### src/vfc_pkg.sv
// vfc_pkg: shared types, constants and the corner occlusion function
// used by the front, queue and back of the voxel face cull block
// no dependencies
`default_nettype none

package vfc_pkg;

  localparam int unsigned NUM_FACES = 6;
  localparam int unsigned NUM_CORNERS = 4;

  localparam logic [1:0] AXIS_X = 2'd0;
  localparam logic [1:0] AXIS_Y = 2'd1;
  localparam logic [1:0] AXIS_Z = 2'd2;

  // dy = -1 cells and dy = +1 cells of the neighborhood mask
  localparam logic [26:0] BELOW_MASK = 27'h01C0E07;
  localparam logic [26:0] ABOVE_MASK = 27'h70381C0;

  // mask bit of the face neighbor, order -x +x -y +y -z +z
  localparam logic [4:0] FACE_NBR_BIT [NUM_FACES] = '{
    5'd4, 5'd22, 5'd10, 5'd16, 5'd12, 5'd14
  };

  // corner offsets per face, bit2 = x, bit1 = y, bit0 = z
  localparam logic [2:0] FACE_CORNERS [NUM_FACES][NUM_CORNERS] = '{
    '{3'd0, 3'd1, 3'd3, 3'd2},
    '{3'd5, 3'd4, 3'd6, 3'd7},
    '{3'd1, 3'd0, 3'd4, 3'd5},
    '{3'd2, 3'd3, 3'd7, 3'd6},
    '{3'd4, 3'd0, 3'd2, 3'd6},
    '{3'd1, 3'd5, 3'd7, 3'd3}
  };

  typedef struct packed {
    logic [26:0] mask;
    logic [7:0]  kind;
    logic [3:0]  x;
    logic [7:0]  y;
    logic [3:0]  z;
    logic [5:0]  faces;
  } vfc_item_t;

  typedef struct packed {
    logic push;
    logic full;
  } vfc_wr_ctl_t;

  typedef struct packed {
    logic pop;
    logic empty;
  } vfc_rd_ctl_t;

  function automatic logic [1:0] corner_count(input logic [26:0] m,
                                              input logic [1:0]  axis,
                                              input logic [2:0]  corner);
    logic [4:0] cx;
    logic [4:0] cy;
    logic [4:0] cz;
    logic [1:0] n;
    cx = corner[2] ? 5'd18 : 5'd0;
    cy = corner[1] ? 5'd6 : 5'd0;
    cz = corner[0] ? 5'd2 : 5'd0;
    n = {1'b0, m[cx + cy + cz]};
    if (axis != AXIS_X) n = n + {1'b0, m[5'd9 + cy + cz]};
    if (axis != AXIS_Y) n = n + {1'b0, m[cx + 5'd3 + cz]};
    if (axis != AXIS_Z) n = n + {1'b0, m[cx + cy + 5'd1]};
    return n;
  endfunction

endpackage

`default_nettype wire

### src/voxel_face_cull_ambient_occlusion_top.sv
// a block is registered in the queue, and its first face then in the result register
// throughput: the back emits one face per cycle unless out_ready stalls; a block gives
// 1 to 6 faces; air and fully enclosed blocks are dropped at the front and never queued
// input takes one block a cycle while the two-entry block queue has room
// reset: synchronous, active low, empties the queue, the face walk and the result register
`default_nettype none

module voxel_face_cull_ambient_occlusion_top #(
  parameter int CHUNK_TALL = 256
) (
  input  wire logic        clk,
  input  wire logic        rst_n,
  input  wire logic        in_valid,
  output logic             in_ready,
  input  wire logic [26:0] in_solid_mask,
  input  wire logic [7:0]  in_block_kind,
  input  wire logic [3:0]  in_pos_x,
  input  wire logic [7:0]  in_pos_y,
  input  wire logic [3:0]  in_pos_z,
  output logic             out_valid,
  input  wire logic        out_ready,
  output logic [2:0]       out_face_id,
  output logic [1:0]       out_occl_v0,
  output logic [1:0]       out_occl_v1,
  output logic [1:0]       out_occl_v2,
  output logic [1:0]       out_occl_v3,
  output logic [7:0]       out_kind,
  output logic [3:0]       out_x,
  output logic [7:0]       out_y,
  output logic [3:0]       out_z,
  output logic             out_last_face
);
  import vfc_pkg::*;

  vfc_item_t   wr_item;
  vfc_item_t   rd_item;
  vfc_wr_ctl_t wr_ctl;
  vfc_rd_ctl_t rd_ctl;
  logic        q_full;
  logic        q_push;
  logic        q_pop;

  assign wr_ctl.push = q_push;
  assign wr_ctl.full = q_full;

  vfc_front #(
    .CHUNK_TALL(CHUNK_TALL)
  ) u_front (
    .in_valid      (in_valid),
    .in_ready      (in_ready),
    .in_solid_mask (in_solid_mask),
    .in_block_kind (in_block_kind),
    .in_pos_x      (in_pos_x),
    .in_pos_y      (in_pos_y),
    .in_pos_z      (in_pos_z),
    .q_full        (q_full),
    .q_push        (q_push),
    .q_item        (wr_item)
  );

  vfc_queue u_queue (
    .clk     (clk),
    .rst_n   (rst_n),
    .wr_in   (wr_ctl),
    .full    (q_full),
    .wr_item (wr_item),
    .pop     (q_pop),
    .rd_out  (rd_ctl),
    .rd_item (rd_item)
  );

  vfc_back u_back (
    .clk           (clk),
    .rst_n         (rst_n),
    .q_ctl         (rd_ctl),
    .q_item        (rd_item),
    .q_pop         (q_pop),
    .out_valid     (out_valid),
    .out_ready     (out_ready),
    .out_face_id   (out_face_id),
    .out_occl_v0   (out_occl_v0),
    .out_occl_v1   (out_occl_v1),
    .out_occl_v2   (out_occl_v2),
    .out_occl_v3   (out_occl_v3),
    .out_kind      (out_kind),
    .out_x         (out_x),
    .out_y         (out_y),
    .out_z         (out_z),
    .out_last_face (out_last_face)
  );

endmodule

`default_nettype wire

### src/vfc_front.sv
// vfc_front: takes blocks, applies world top/bottom rules and finds visible faces
// depends on vfc_pkg
`default_nettype none

module vfc_front #(
  parameter int CHUNK_TALL = 256
) (
  input  wire logic              in_valid,
  output logic                   in_ready,
  input  wire logic [26:0]       in_solid_mask,
  input  wire logic [7:0]        in_block_kind,
  input  wire logic [3:0]        in_pos_x,
  input  wire logic [7:0]        in_pos_y,
  input  wire logic [3:0]        in_pos_z,
  input  wire logic              q_full,
  output logic                   q_push,
  output vfc_pkg::vfc_item_t     q_item
);
  import vfc_pkg::*;

  logic [26:0] mask_c;
  logic [5:0]  faces_c;
  logic        at_top;

  assign at_top = (32'({24'd0, in_pos_y}) + 32'd1) >= 32'(CHUNK_TALL);

  always_comb begin
    mask_c = in_solid_mask;
    if (in_pos_y == 8'd0) mask_c = mask_c & ~BELOW_MASK;
    if (at_top) mask_c = mask_c & ~ABOVE_MASK;
    for (int f = 0; f < NUM_FACES; f++) begin
      faces_c[f] = ~mask_c[FACE_NBR_BIT[f]];
    end
  end

  assign in_ready = ~q_full;
  assign q_push = in_valid && ~q_full && (in_block_kind != 8'd0) && (faces_c != 6'd0);

  always_comb begin
    q_item.mask  = mask_c;
    q_item.kind  = in_block_kind;
    q_item.x     = in_pos_x;
    q_item.y     = in_pos_y;
    q_item.z     = in_pos_z;
    q_item.faces = faces_c;
  end

endmodule

`default_nettype wire

### src/vfc_queue.sv
// vfc_queue: two-entry queue of classified blocks between front and back
// depends on vfc_pkg
`default_nettype none

module vfc_queue (
  input  wire logic                clk,
  input  wire logic                rst_n,
  input  wire vfc_pkg::vfc_wr_ctl_t wr_in,
  output logic                     full,
  input  wire vfc_pkg::vfc_item_t  wr_item,
  input  wire logic                pop,
  output vfc_pkg::vfc_rd_ctl_t     rd_out,
  output vfc_pkg::vfc_item_t       rd_item
);
  import vfc_pkg::*;

  vfc_item_t  mem [2];
  logic       wr_ptr_r;
  logic       wr_ptr_nxt;
  logic       rd_ptr_r;
  logic       rd_ptr_nxt;
  logic [1:0] count_r;
  logic [1:0] count_nxt;
  logic       do_push;
  logic       do_pop;

  assign full = (count_r == 2'd2);
  assign do_push = wr_in.push && !full;
  assign do_pop = pop && (count_r != 2'd0);

  always_comb begin
    wr_ptr_nxt = do_push ? ~wr_ptr_r : wr_ptr_r;
    rd_ptr_nxt = do_pop ? ~rd_ptr_r : rd_ptr_r;
    count_nxt = count_r + {1'b0, do_push} - {1'b0, do_pop};
  end

  always_ff @(posedge clk) begin
    if (do_push) mem[wr_ptr_r] <= wr_item;
  end

  always_ff @(posedge clk) begin
    if (!rst_n) begin
      wr_ptr_r <= 1'b0;
      rd_ptr_r <= 1'b0;
      count_r <= 2'd0;
    end else begin
      wr_ptr_r <= wr_ptr_nxt;
      rd_ptr_r <= rd_ptr_nxt;
      count_r <= count_nxt;
    end
  end

  assign rd_item = mem[rd_ptr_r];
  assign rd_out.empty = (count_r == 2'd0);
  assign rd_out.pop = do_pop;

  a_no_push_full: assert property (@(posedge clk) disable iff (!rst_n)
    wr_in.push |-> !full || !wr_in.full)
    else $error("push into full queue");
  a_no_pop_empty: assert property (@(posedge clk) disable iff (!rst_n)
    pop |-> count_r != 2'd0)
    else $error("pop from empty queue");
  a_count_range: assert property (@(posedge clk) disable iff (!rst_n)
    count_r != 2'd3)
    else $error("queue count overflow");

endmodule

`default_nettype wire

### src/vfc_back.sv
// vfc_back: walks the visible faces of the head block, one face a transfer,
// computes corner occlusion and holds the result register; depends on vfc_pkg
`default_nettype none

module vfc_back (
  input  wire logic                clk,
  input  wire logic                rst_n,
  input  wire vfc_pkg::vfc_rd_ctl_t q_ctl,
  input  wire vfc_pkg::vfc_item_t  q_item,
  output logic                     q_pop,
  output logic                     out_valid,
  input  wire logic                out_ready,
  output logic [2:0]               out_face_id,
  output logic [1:0]               out_occl_v0,
  output logic [1:0]               out_occl_v1,
  output logic [1:0]               out_occl_v2,
  output logic [1:0]               out_occl_v3,
  output logic [7:0]               out_kind,
  output logic [3:0]               out_x,
  output logic [7:0]               out_y,
  output logic [3:0]               out_z,
  output logic                     out_last_face
);
  import vfc_pkg::*;

  logic       busy_r;
  logic       busy_nxt;
  logic [5:0] rem_r;
  logic [5:0] rem_nxt;
  logic       valid_r;
  logic       valid_nxt;
  logic [2:0] face_r;
  logic [1:0] occl_r [NUM_CORNERS];
  logic [7:0] kind_r;
  logic [3:0] x_r;
  logic [7:0] y_r;
  logic [3:0] z_r;
  logic       last_r;

  logic [5:0] work;
  logic [2:0] face_c;
  logic [5:0] left_c;
  logic       load;
  logic [1:0] axis_c;
  logic [1:0] occl_c [NUM_CORNERS];

  always_comb begin
    work = busy_r ? rem_r : q_item.faces;
    face_c = 3'd0;
    for (int f = NUM_FACES - 1; f >= 0; f--) begin
      if (work[f]) face_c = 3'(f);
    end
    left_c = work & ~(6'd1 << face_c);
    axis_c = face_c[2:1];
    for (int v = 0; v < NUM_CORNERS; v++) begin
      occl_c[v] = corner_count(q_item.mask, axis_c, FACE_CORNERS[face_c][v]);
    end
  end

  assign load = !q_ctl.empty && (!valid_r || out_ready);
  assign q_pop = load && (left_c == 6'd0);

  always_comb begin
    valid_nxt = valid_r && !out_ready;
    busy_nxt = busy_r;
    rem_nxt = rem_r;
    if (load) begin
      valid_nxt = 1'b1;
      busy_nxt = (left_c != 6'd0);
      rem_nxt = left_c;
    end
  end

  always_ff @(posedge clk) begin
    if (!rst_n) begin
      valid_r <= 1'b0;
      busy_r <= 1'b0;
      rem_r <= 6'd0;
    end else begin
      valid_r <= valid_nxt;
      busy_r <= busy_nxt;
      rem_r <= rem_nxt;
    end
  end

  always_ff @(posedge clk) begin
    if (load) begin
      face_r <= face_c;
      occl_r <= occl_c;
      kind_r <= q_item.kind;
      x_r <= q_item.x;
      y_r <= q_item.y;
      z_r <= q_item.z;
      last_r <= (left_c == 6'd0);
    end
  end

  assign out_valid = valid_r;
  assign out_face_id = face_r;
  assign out_occl_v0 = occl_r[0];
  assign out_occl_v1 = occl_r[1];
  assign out_occl_v2 = occl_r[2];
  assign out_occl_v3 = occl_r[3];
  assign out_kind = kind_r;
  assign out_x = x_r;
  assign out_y = y_r;
  assign out_z = z_r;
  assign out_last_face = last_r;

  a_busy_has_head: assert property (@(posedge clk) disable iff (!rst_n)
    busy_r |-> !q_ctl.empty && rem_r != 6'd0)
    else $error("face walk without a queued block");
  a_face_range: assert property (@(posedge clk) disable iff (!rst_n)
    valid_r |-> face_r < 3'd6)
    else $error("face id out of range");
  a_last_pops: assert property (@(posedge clk) disable iff (!rst_n)
    load |-> (q_pop == !busy_nxt))
    else $error("block popped out of step with its last face");
  a_pop_taken: assert property (@(posedge clk) disable iff (!rst_n)
    q_pop == q_ctl.pop)
    else $error("queue did not take the pop");

endmodule

`default_nettype wire

### config.mk
export PLATFORM = sky130hd
export DESIGN_NAME = voxel_face_cull_ambient_occlusion_top
export DESIGN_NICKNAME = d
export VERILOG_FILES = /design/src/vfc_pkg.sv /design/src/voxel_face_cull_ambient_occlusion_top.sv /design/src/vfc_front.sv /design/src/vfc_queue.sv /design/src/vfc_back.sv
export SDC_FILE = /design/constraint.sdc
export NUM_CORES = 1
export LEC_CHECK = 0
export ABC_AREA = 1
export BUFFER_PORTS_ARGS = -buffer_cell sky130_fd_sc_hd__buf_2
export CORE_ASPECT_RATIO = 0.7
export CORE_MARGIN = 10
export CORE_UTILIZATION = 35
export DETAILED_ROUTE_END_ITERATION = 7
export GPL_ROUTABILITY_DRIVEN = 0
export PLACE_DENSITY = 0.61
export SYNTH_ARGS = -nofsm -noshare
export SYNTH_HDL_FRONTEND = slang
export SYNTH_SLANG_ARGS = --single-unit
### constraint.sdc
create_clock -name clk -period 8.3 [get_ports clk]
set_input_delay 2.49 -clock clk [delete_from_list [all_inputs] [get_ports clk]]
set_output_delay 2.49 -clock clk [all_outputs]
set_load 0.005 [all_outputs]
==> out/metrics.csv, run 1 <==
metric,value,unit
cts_resized,0,
cpMaxStageDelayCell,ha_1,
timing.setup.tns,0,ps
fp-row-count,48,
num-fill-cells,2413,
fp.dieH,152,um
synthFlopType,edfxtp_1,
dr.pass1.iters,6,
final_cell_mix,"nand2_1 (270), edfxtp_1 (150), inv_1 (112)",
synth-edff-count,150,
period_share,71.1,%
final.min_clock_period,5900,ps
hold_viol,0,
worstPathRequired,8480,ps
area_delta_synth_final,15.6,%
fin_nets,1138,
holdCritPathClass,reg2reg,
yosysSeqAreaShare,54.3,%
grt_antenna_before_repair,0,
ys_ff_latch,163,
dieArea,31900,um^2
outcome,completed,
ys_async_sr_fraction,0,%
start_kind,register,
grt_pass1_wl,34.1,mm
syn_inst,943,
maxCapViolCount,0,
cts_max_path_buffers,2,
pin_count,93,
max_freq,169,MHz
place_ws,2410,ps
placed_cells,1345,
syn_area_per_cell,9.31,um^2
layout_setup_ws,2400,ps
post_drt_wl_per_cell,15.6,um
drv_slew,0,
relSlewSlack,16.0,%
placeableCoreArea,24700,um^2
final_common_cell,nand2_1,
grt_usage,13.4,%
ant_nets,0,
arrival,6080,ps
worstPathMaxFanout,44,
numPortBuffers,92,
drt_wl_total,21.5,mm
grt_overflow,0,
cts_setup_buffers,0,
vias,6607,
cts_sinks,163,
initial_core_util,35.6,%
max_slew.worst_pin.slew,1250,ps
drcViolationCount,0,
cts_made_buffers,17,
rsz0062_at_grt,false,
tritoncts,built,
path_clk_slew,60,ps
grt_pass1_vias,6125,
seq_area,4770,um^2
grt_start_max_net_pins,51,
multi_input_area,3450,um^2
skew,9.75,ps
path_common_cell,nand2_1,
viasPerCell,4.80,
endpoint_kind,register,
drtIter0Drc,569,
critPathMaxStageDelay,500,ps
syn-num-nets,1042,
clock_latency,430,ps
mappedNetlistArea,8780,um^2
finalNonFillerCells,1376,
clockRootBuffer,clkbuf_16,
htree_levels,4,
synth_warnings,0,
ctsHoldBuffers,0,
drive_above_1_share,16.9,%
critPathKind,reg2reg,
synth_cell_type_count,48,
dp_hpwl,15.9,mm
finalSetupViolCount,0,
fp.dieW,209,um
diodes,0,
==> path summary, 6_finish.rpt <==
path                                      start                    end  slack, ps  depth (start not counted)
worst max-delay path                   register  u_back.out_occl_v1[1]       2400                         34
worst min-delay path            u_back.rem_r[0]        u_back.rem_r[0]        450                          2
worst max register to register         register  u_back.out_occl_v1[1]       2400                         34
worst min register to register  u_back.rem_r[0]        u_back.rem_r[0]        450                          2
==> critical path: cells and delay by family, from the launching register on <==
family,cells,cell delay [ps]
adders and majority gates,6,1990
and+or+nand+nor,16,1420
buffers and inverters,6,980
AOI/OAI and AO/OA,4,670
DFF,1,360
xor gates and xnor gates,2,230
==> registers in the layout, indices dropped and copies added, names as in the netlist, named ones only <==
signal	cells
u_queue.mem	114
u_back.out_kind	8
u_back.out_y	8
u_back.rem_r	6
u_back.out_x	4
u_back.out_z	4
u_back.out_face_id	3
u_back.out_occl_v0	2
u_back.out_occl_v1	2
u_back.out_occl_v2	2
u_back.out_occl_v3	2
u_queue.count_r	2
u_back.busy_r	1
u_back.out_last_face	1
u_back.out_valid	1
u_queue.rd_ptr_r	1
u_queue.wr_ptr_r	1
==> final cells by class <==
class	count	area share [%]
Sequential cell	163	47.0
Multi-Input combinational cell	639	34.0
Timing Repair Buffer	98	4.98
Inverter	120	4.53
Clock buffer	18	4.23
Tap cell	325	4.01
Clock inverter	13	1.32
==> cells by family (layout without fill, tap and decap cells) <==
family / count (synthesis) / in the layout / synth area share [%]
simple gates: 417 / 417 / 21.1
compound gates: 168 / 168 / 10.4
flops: 163 / 163 / 54.3
buf+inv: 141 / 249 / 6.63
fa+ha+maj: 44 / 44 / 6.27
xor+xnor: 9 / 9 / 1.24
mux: 1 / 1 / 0.114
==> routing by layer <==
layer	share of wire, %	routed length (um)	vias up	global-route usage [%]
li1	-	-	3365	-
met1	52	11200	3013	20.4
met2	39	8430	219	17.6
met3	8.0	1710	10	3.97
met4	0.66	142	0	3.72
met5	0	0	-	0
==> Yosys cell counts (2+ instances only) <==
master    number  area share (%)
or2_2          7            0.50
inv_4          3            0.21
nand3_1       48             2.7
nor2_2         2            0.14
a21oi_1       43             2.5
nand3_2        2            0.23
nand3_4        2            0.40
and2_1         3            0.21
inv_2          2           0.086
o22ai_1        6            0.43
xor2_2         4            0.74
inv_1        113             4.8
a31oi_1        3            0.21
xnor2_1        4            0.40
dfxtp_1       13             3.0
nand2_2       12            0.86
o221ai_1       2            0.20
buf_1          3            0.13
clkbuf_1       7            0.30
o211ai_1      12             1.0
nand2_4       11             1.4
nor4_1         5            0.36
o21ai_0       94             5.4
buf_2          5            0.29
nor2_1        48             2.1
ha_1          44             6.3
nand2_1      270              12
nand4_1        2            0.14
edfxtp_1     150              51
buf_4          2            0.17
buf_6          4            0.51
==> stage by stage <==
stage	instance area, um^2	hold WS, ps	util, %
6_report	10100	452	41.1
3_3_place_gp	9580	437	38.8
4_1_cts	10100	453	41.1
3_5_place_dp	9580	443	38.8
5_1_grt	10100	495	41.1
2_1_floorplan	8780	424	-
Power of run 1 is left out: the tool's default activity adds up to more than one toggle a clock period on the data nets, which glitch-free logic cannot reach.
==> inputs of run 2 (changes only) <==
--- a/config.mk
+++ b/config.mk
@@ -12,7 +12,7 @@
 export CORE_UTILIZATION = 35
 export DETAILED_ROUTE_END_ITERATION = 7
 export GPL_ROUTABILITY_DRIVEN = 0
-export PLACE_DENSITY = 0.61
+export PLACE_DENSITY = 0.63
 export SYNTH_ARGS = -nofsm -noshare
 export SYNTH_HDL_FRONTEND = slang
 export SYNTH_SLANG_ARGS = --single-unit
==> constraint.sdc (replaced) <==
create_clock -name clk -period 4.75 [get_ports clk]
set_input_delay 1.425 -clock clk [delete_from_list [all_inputs] [get_ports clk]]
set_output_delay 1.425 -clock clk [all_outputs]
set_load 0.005 [all_outputs]
==> out/metrics.csv, run 2 (synthesized netlist as in run 1, its figures left out) <==
metric,value,unit,change
outcome,completed,,unchanged
dp_hpwl,16.2,mm,was 15.9 mm
top_register,u_queue.mem,,unchanged
worstPathRequired,4930,ps,was 8480 ps
grt_start_max_net_pins,56,,was 51
grt_usage,13.7,%,was 13.4%
cts_made_buffers,17,,unchanged
grt_antenna_before_repair,0,,unchanged
clock_latency,430,ps,about the same
diodes,0,,unchanged
path_clk_slew,70,ps,was 60 ps
cts_max_path_buffers,2,,unchanged
grt_pass1_vias,6560,,was 6125
ant_nets,0,,unchanged
fin_nets,1195,,was 1138
fp.dieH,152,um,unchanged
largest_reg_flops,114,,unchanged
min-delay-start,u_queue.count_r[1],,was u_back.rem_r[0]
multi_input_area,3650,um^2,was 3450 um^2
fin_area,10800,um^2,was 10100 um^2
endpoint_kind,register,,unchanged
min_to,u_queue.count_r[1],,was u_back.rem_r[0]
fp-row-count,48,,unchanged
initial_core_util,35.6,%,unchanged
arrival,4720,ps,was 6080 ps
cts_sinks,163,,unchanged
max_slew.worst_pin.slew,1010,ps,was 1250 ps
hold_viol,0,,unchanged
dr.pass1.iters,6,,unchanged
skew,12.2,ps,was 9.75 ps
drive_above_1_share,24.7,%,was 16.9%
area_delta_synth_final,23.3,%,was 15.6%
timing.setup.tns,0,ps,unchanged
drtIter0Drc,637,,was 569
cpMaxStageDelayCell,dfxtp_2,,was ha_1
post_drt_wl_per_cell,15.4,um,was 15.6 um
r2r_cells,29,,was 34
dieArea,31900,um^2,unchanged
final.min_clock_period,4530,ps,was 5900 ps
final_common_cell,nand2_1,,unchanged
drt_wl_total,22.1,mm,was 21.5 mm
clockRootBuffer,clkbuf_16,,unchanged
ctsHoldBuffers,0,,unchanged
fp.dieW,209,um,unchanged
drv_slew,0,,unchanged
tritoncts,built,,unchanged
critPathTopFamily,simple AND/OR/NAND/NOR gates,,was adder cells
placeableCoreArea,24700,um^2,unchanged
final_cell_mix,"nand2_1 (258), edfxtp_1 (150), inv_1 (106)",,"was nand2_1 (270), edfxtp_1 (150), inv_1 (112)"
vias,6953,,was 6607
relSlewSlack,32.7,%,was 16.0%
finalSetupViolCount,0,,unchanged
holdCritPathClass,reg2reg,,unchanged
fin_util,43.8,%,was 41.1%
max_freq,221,MHz,was 169 MHz
maxCapViolCount,0,,unchanged
r2r-end,u_back.out_occl_v1[1],,unchanged
htree_levels,4,,unchanged
grt_pass1_wl,35.3,mm,was 34.1 mm
numPortBuffers,92,,unchanged
grt_overflow,0,,unchanged
drcViolationCount,0,,unchanged
reg2reg_slack,220,ps,was 2400 ps
viasPerCell,4.85,,was 4.80
worstPathMaxFanout,8,,was 44
postPlaceCellArea,10000,um^2,was 9580 um^2
reg2reg_from,u_back.busy_r,,
period_share,95.4,%,was 71.1%
pin_count,93,,unchanged
holdPathStages,1,,was 2
critPathMaxStageDelay,330,ps,was 500 ps
critPathKind,reg2reg,,unchanged
num-fill-cells,2298,,was 2413
seq_area,4770,um^2,about the same
path_buf_inv,5,,was 6
start_kind,register,,unchanged
-- run 2: repair_timing --
action / 4_1_cts / 5_1_grt
setup buffers: 0 / 6
pin swaps: 0 / 10
resized for setup: 4 / 55
hold endpoints to repair: 0 / 0
endpoints found under the setup margin: 5 / 8
-- run 2: cell type report --
class                      instances  share of cell area, %
tap                              325                   3.76
multi-input combinational        639                   33.7
clock buffer                      18                   3.97
inverter                         120                   4.33
clock inverter                    13                   1.04
sequential                       163                   44.1
timing repair buffer             155                   9.12
-- run 2: how the worst max path moves through the flow --
stage          slack, ps          start                     to  depth (start not counted)
2_1_floorplan        -40       register  u_back.out_occl_v2[1]                         35
3_3_place_gp          20  u_back.busy_r  u_back.out_occl_v1[1]                         33
3_5_place_dp         -70  u_back.busy_r  u_back.out_occl_v1[1]                         34
4_1_cts                6  u_back.busy_r  u_back.out_occl_v1[1]                         33
5_1_grt              -10  u_back.busy_r  u_back.out_occl_v2[1]                         33
6_report             220  u_back.busy_r  u_back.out_occl_v1[1]                         29
-- run 2: metal layers --
layer	part of all wire (%)	vias up	global-route usage, %
li1	-	3480	-
met1	51	3218	20.5
met2	40	232	18.3
met3	8.2	23	4.46
met4	1.1	0	3.59
met5	0	-	0
-- run 2: stage by stage --
stage | instances | hold slack, ps | worst slack, ps
2_1_floorplan | 943 | 424 | -37.0
3_3_place_gp | 1396 | 437 | 21.7
6_report | 1433 | 473 | 217
5_1_grt | 1433 | 495 | -11.3
4_1_cts | 1427 | 471 | 5.58
3_5_place_dp | 1396 | 463 | -74.3
Power of run 2 is left out for the same reason.
==> inputs of run 3 (changes only) <==
--- a/config.mk
+++ b/config.mk
@@ -12,6 +12,7 @@
 export CORE_UTILIZATION = 35
 export DETAILED_ROUTE_END_ITERATION = 7
 export GPL_ROUTABILITY_DRIVEN = 0
+export GPL_TIMING_DRIVEN = 0
 export PLACE_DENSITY = 0.63
 export SYNTH_ARGS = -nofsm -noshare
 export SYNTH_HDL_FRONTEND = slang
==> out/metrics.csv, run 3 (synthesized netlist as in run 1, its figures left out) <==
metric,value,unit,change
critPathMaxStageDelay,370,ps,was 330 ps
grt_overflow,0,,unchanged
min-delay-start,u_back.rem_r[0],,was u_queue.count_r[1]
area_delta_synth_final,26.3,%,was 23.3%
numPortBuffers,91,,was 92
start_kind,register,,unchanged
multi_input_area,3840,um^2,was 3650 um^2
period_share,97.6,%,was 95.4%
holdCritPathClass,reg2reg,,unchanged
grt_antenna_before_repair,2,,was 0
path_clk_slew,60,ps,was 70 ps
critPathKind,reg2reg,,unchanged
grt_pass1_vias,6512,,was 6560
diodes,0,,unchanged
cts_max_path_buffers,2,,unchanged
vias,7091,,was 6953
ant_nets,0,,unchanged
r2r-end,u_back.out_occl_v1[1],,unchanged
relSlewSlack,24.4,%,was 32.7%
fin_area,11100,um^2,was 10800 um^2
fp.dieH,152,um,unchanged
drive_above_1_share,26.6,%,was 24.7%
worstPathRequired,4920,ps,was 4930 ps
drt_wl_total,23.2,mm,was 22.1 mm
fin_util,44.9,%,was 43.8%
skew,9.69,ps,was 12.2 ps
drtIter0Drc,604,,was 637
dr.pass1.iters,5,,was 6
viasPerCell,4.94,,was 4.85
seq_area,4770,um^2,about the same
cts_sinks,163,,unchanged
largest_reg_flops,114,,unchanged
dp_hpwl,16.7,mm,was 16.2 mm
max_freq,216,MHz,was 221 MHz
tritoncts,built,,unchanged
outcome,completed,,unchanged
min_to,u_back.rem_r[0],,was u_queue.count_r[1]
postPlaceCellArea,9740,um^2,was 10000 um^2
placeableCoreArea,24700,um^2,unchanged
arrival,4810,ps,was 4720 ps
finalSetupViolCount,0,,unchanged
pin_count,93,,unchanged
top_register,u_queue.mem,,unchanged
clockRootBuffer,clkbuf_16,,unchanged
final.min_clock_period,4630,ps,was 4530 ps
post_drt_wl_per_cell,16.1,um,was 15.4 um
holdPathStages,2,,was 1
path_common_cell,nand2_2,,
grt_pass1_wl,35.7,mm,was 35.3 mm
fp.dieW,209,um,unchanged
maxCapViolCount,0,,unchanged
rsz0062_at_grt,true,,
initial_core_util,35.6,%,unchanged
drv_slew,0,,unchanged
htree_levels,4,,unchanged
cts_made_buffers,17,,unchanged
grt_start_max_net_pins,33,,was 56
worstPathMaxFanout,7,,was 8
hold_viol,0,,unchanged
endpoint_kind,register,,unchanged
grt_usage,14.0,%,was 13.7%
final_cell_mix,"nand2_1 (248), edfxtp_1 (150), inv_1 (101)",,"was nand2_1 (258), edfxtp_1 (150), inv_1 (106)"
max_slew.worst_pin.slew,1120,ps,was 1010 ps
fp-row-count,48,,unchanged
clock_latency,430,ps,about the same
fin_nets,1198,,was 1195
final_common_cell,nand2_1,,unchanged
r2r_cells,34,,was 29
num-fill-cells,2280,,was 2298
reg2reg_slack,120,ps,was 220 ps
cpMaxStageDelayCell,dfxtp_4,,was dfxtp_2
drcViolationCount,0,,unchanged
dieArea,31900,um^2,unchanged
[run 3: changes by cell type in the layout (fill, tap and decap cells not counted), sizes merged]
cell	delta
clkinvlp	-1
buf	-5
clkbuf	+7
clkinv	+2
[run 3: per-stage QoR]
| stage | hold slack [ps] | TNS (ps) | setup WS, ps | std cells |
|---|---|---|---|---|
| final | 467 | 0 | 116 | 1436 |
| after global routing | 479 | -120 | -64.8 | 1436 |
| after CTS | 461 | 0 | 4.45 | 1411 |
| after detailed placement | 451 | -4900 | -950 | 1363 |
| after global placement | 445 | -123700 | -1060 | 1359 |
| after floorplan | 424 | -37.0 | -37.0 | 943 |
[run 3: final cells by class]
cell class / instances / area share, %
Clock buffer: 18 / 3.87
Sequential cell: 163 / 43.0
Timing Repair Buffer: 138 / 7.94
Buffer: 19 / 1.33
Timing Repair inverter: 1 / 0.0451
Clock inverter: 13 / 0.993
Multi-Input combinational cell: 639 / 34.7
Inverter: 120 / 4.44
Tap cell: 325 / 3.67
[run 3: repair_timing]
action / CTS / global route
resized for setup: 65 / 61
pin swaps: 19 / 46
gates cloned: 1 / 2
setup buffers: 17 / 24
endpoints found under the setup margin: 8 / 8
hold buffers: 0 / 0
[run 3: worst max-delay path by stage]
stage                                        to  slack, ps  depth (start not counted)
final                     u_back.out_occl_v1[1]        120                         34
after global routing      u_back.out_occl_v0[1]        -60                         31
after CTS                 u_back.out_occl_v1[1]          4                         35
after detailed placement  u_back.out_occl_v2[1]       -950                         30
after global placement       u_queue.mem[1][53]      -1060                          8
after floorplan           u_back.out_occl_v2[1]        -40                         35
[run 3: critical path: cells and delay by family, from the launching register on]
kind / cells / cell delay [ps]
buf+inv: 7 / 580
xor+xnor: 2 / 300
fa+ha+maj: 6 / 1260
flops: 1 / 370
simple gates: 15 / 1280
compound gates: 4 / 550
[run 3: routing by layer]
layer	track usage [%]	part of all wire [%]
met2	18.8	40
met5	0	0.12
met4	3.28	0.72
met3	5.24	9.3
met1	20.6	49
Power of run 3 is left out for the same reason.
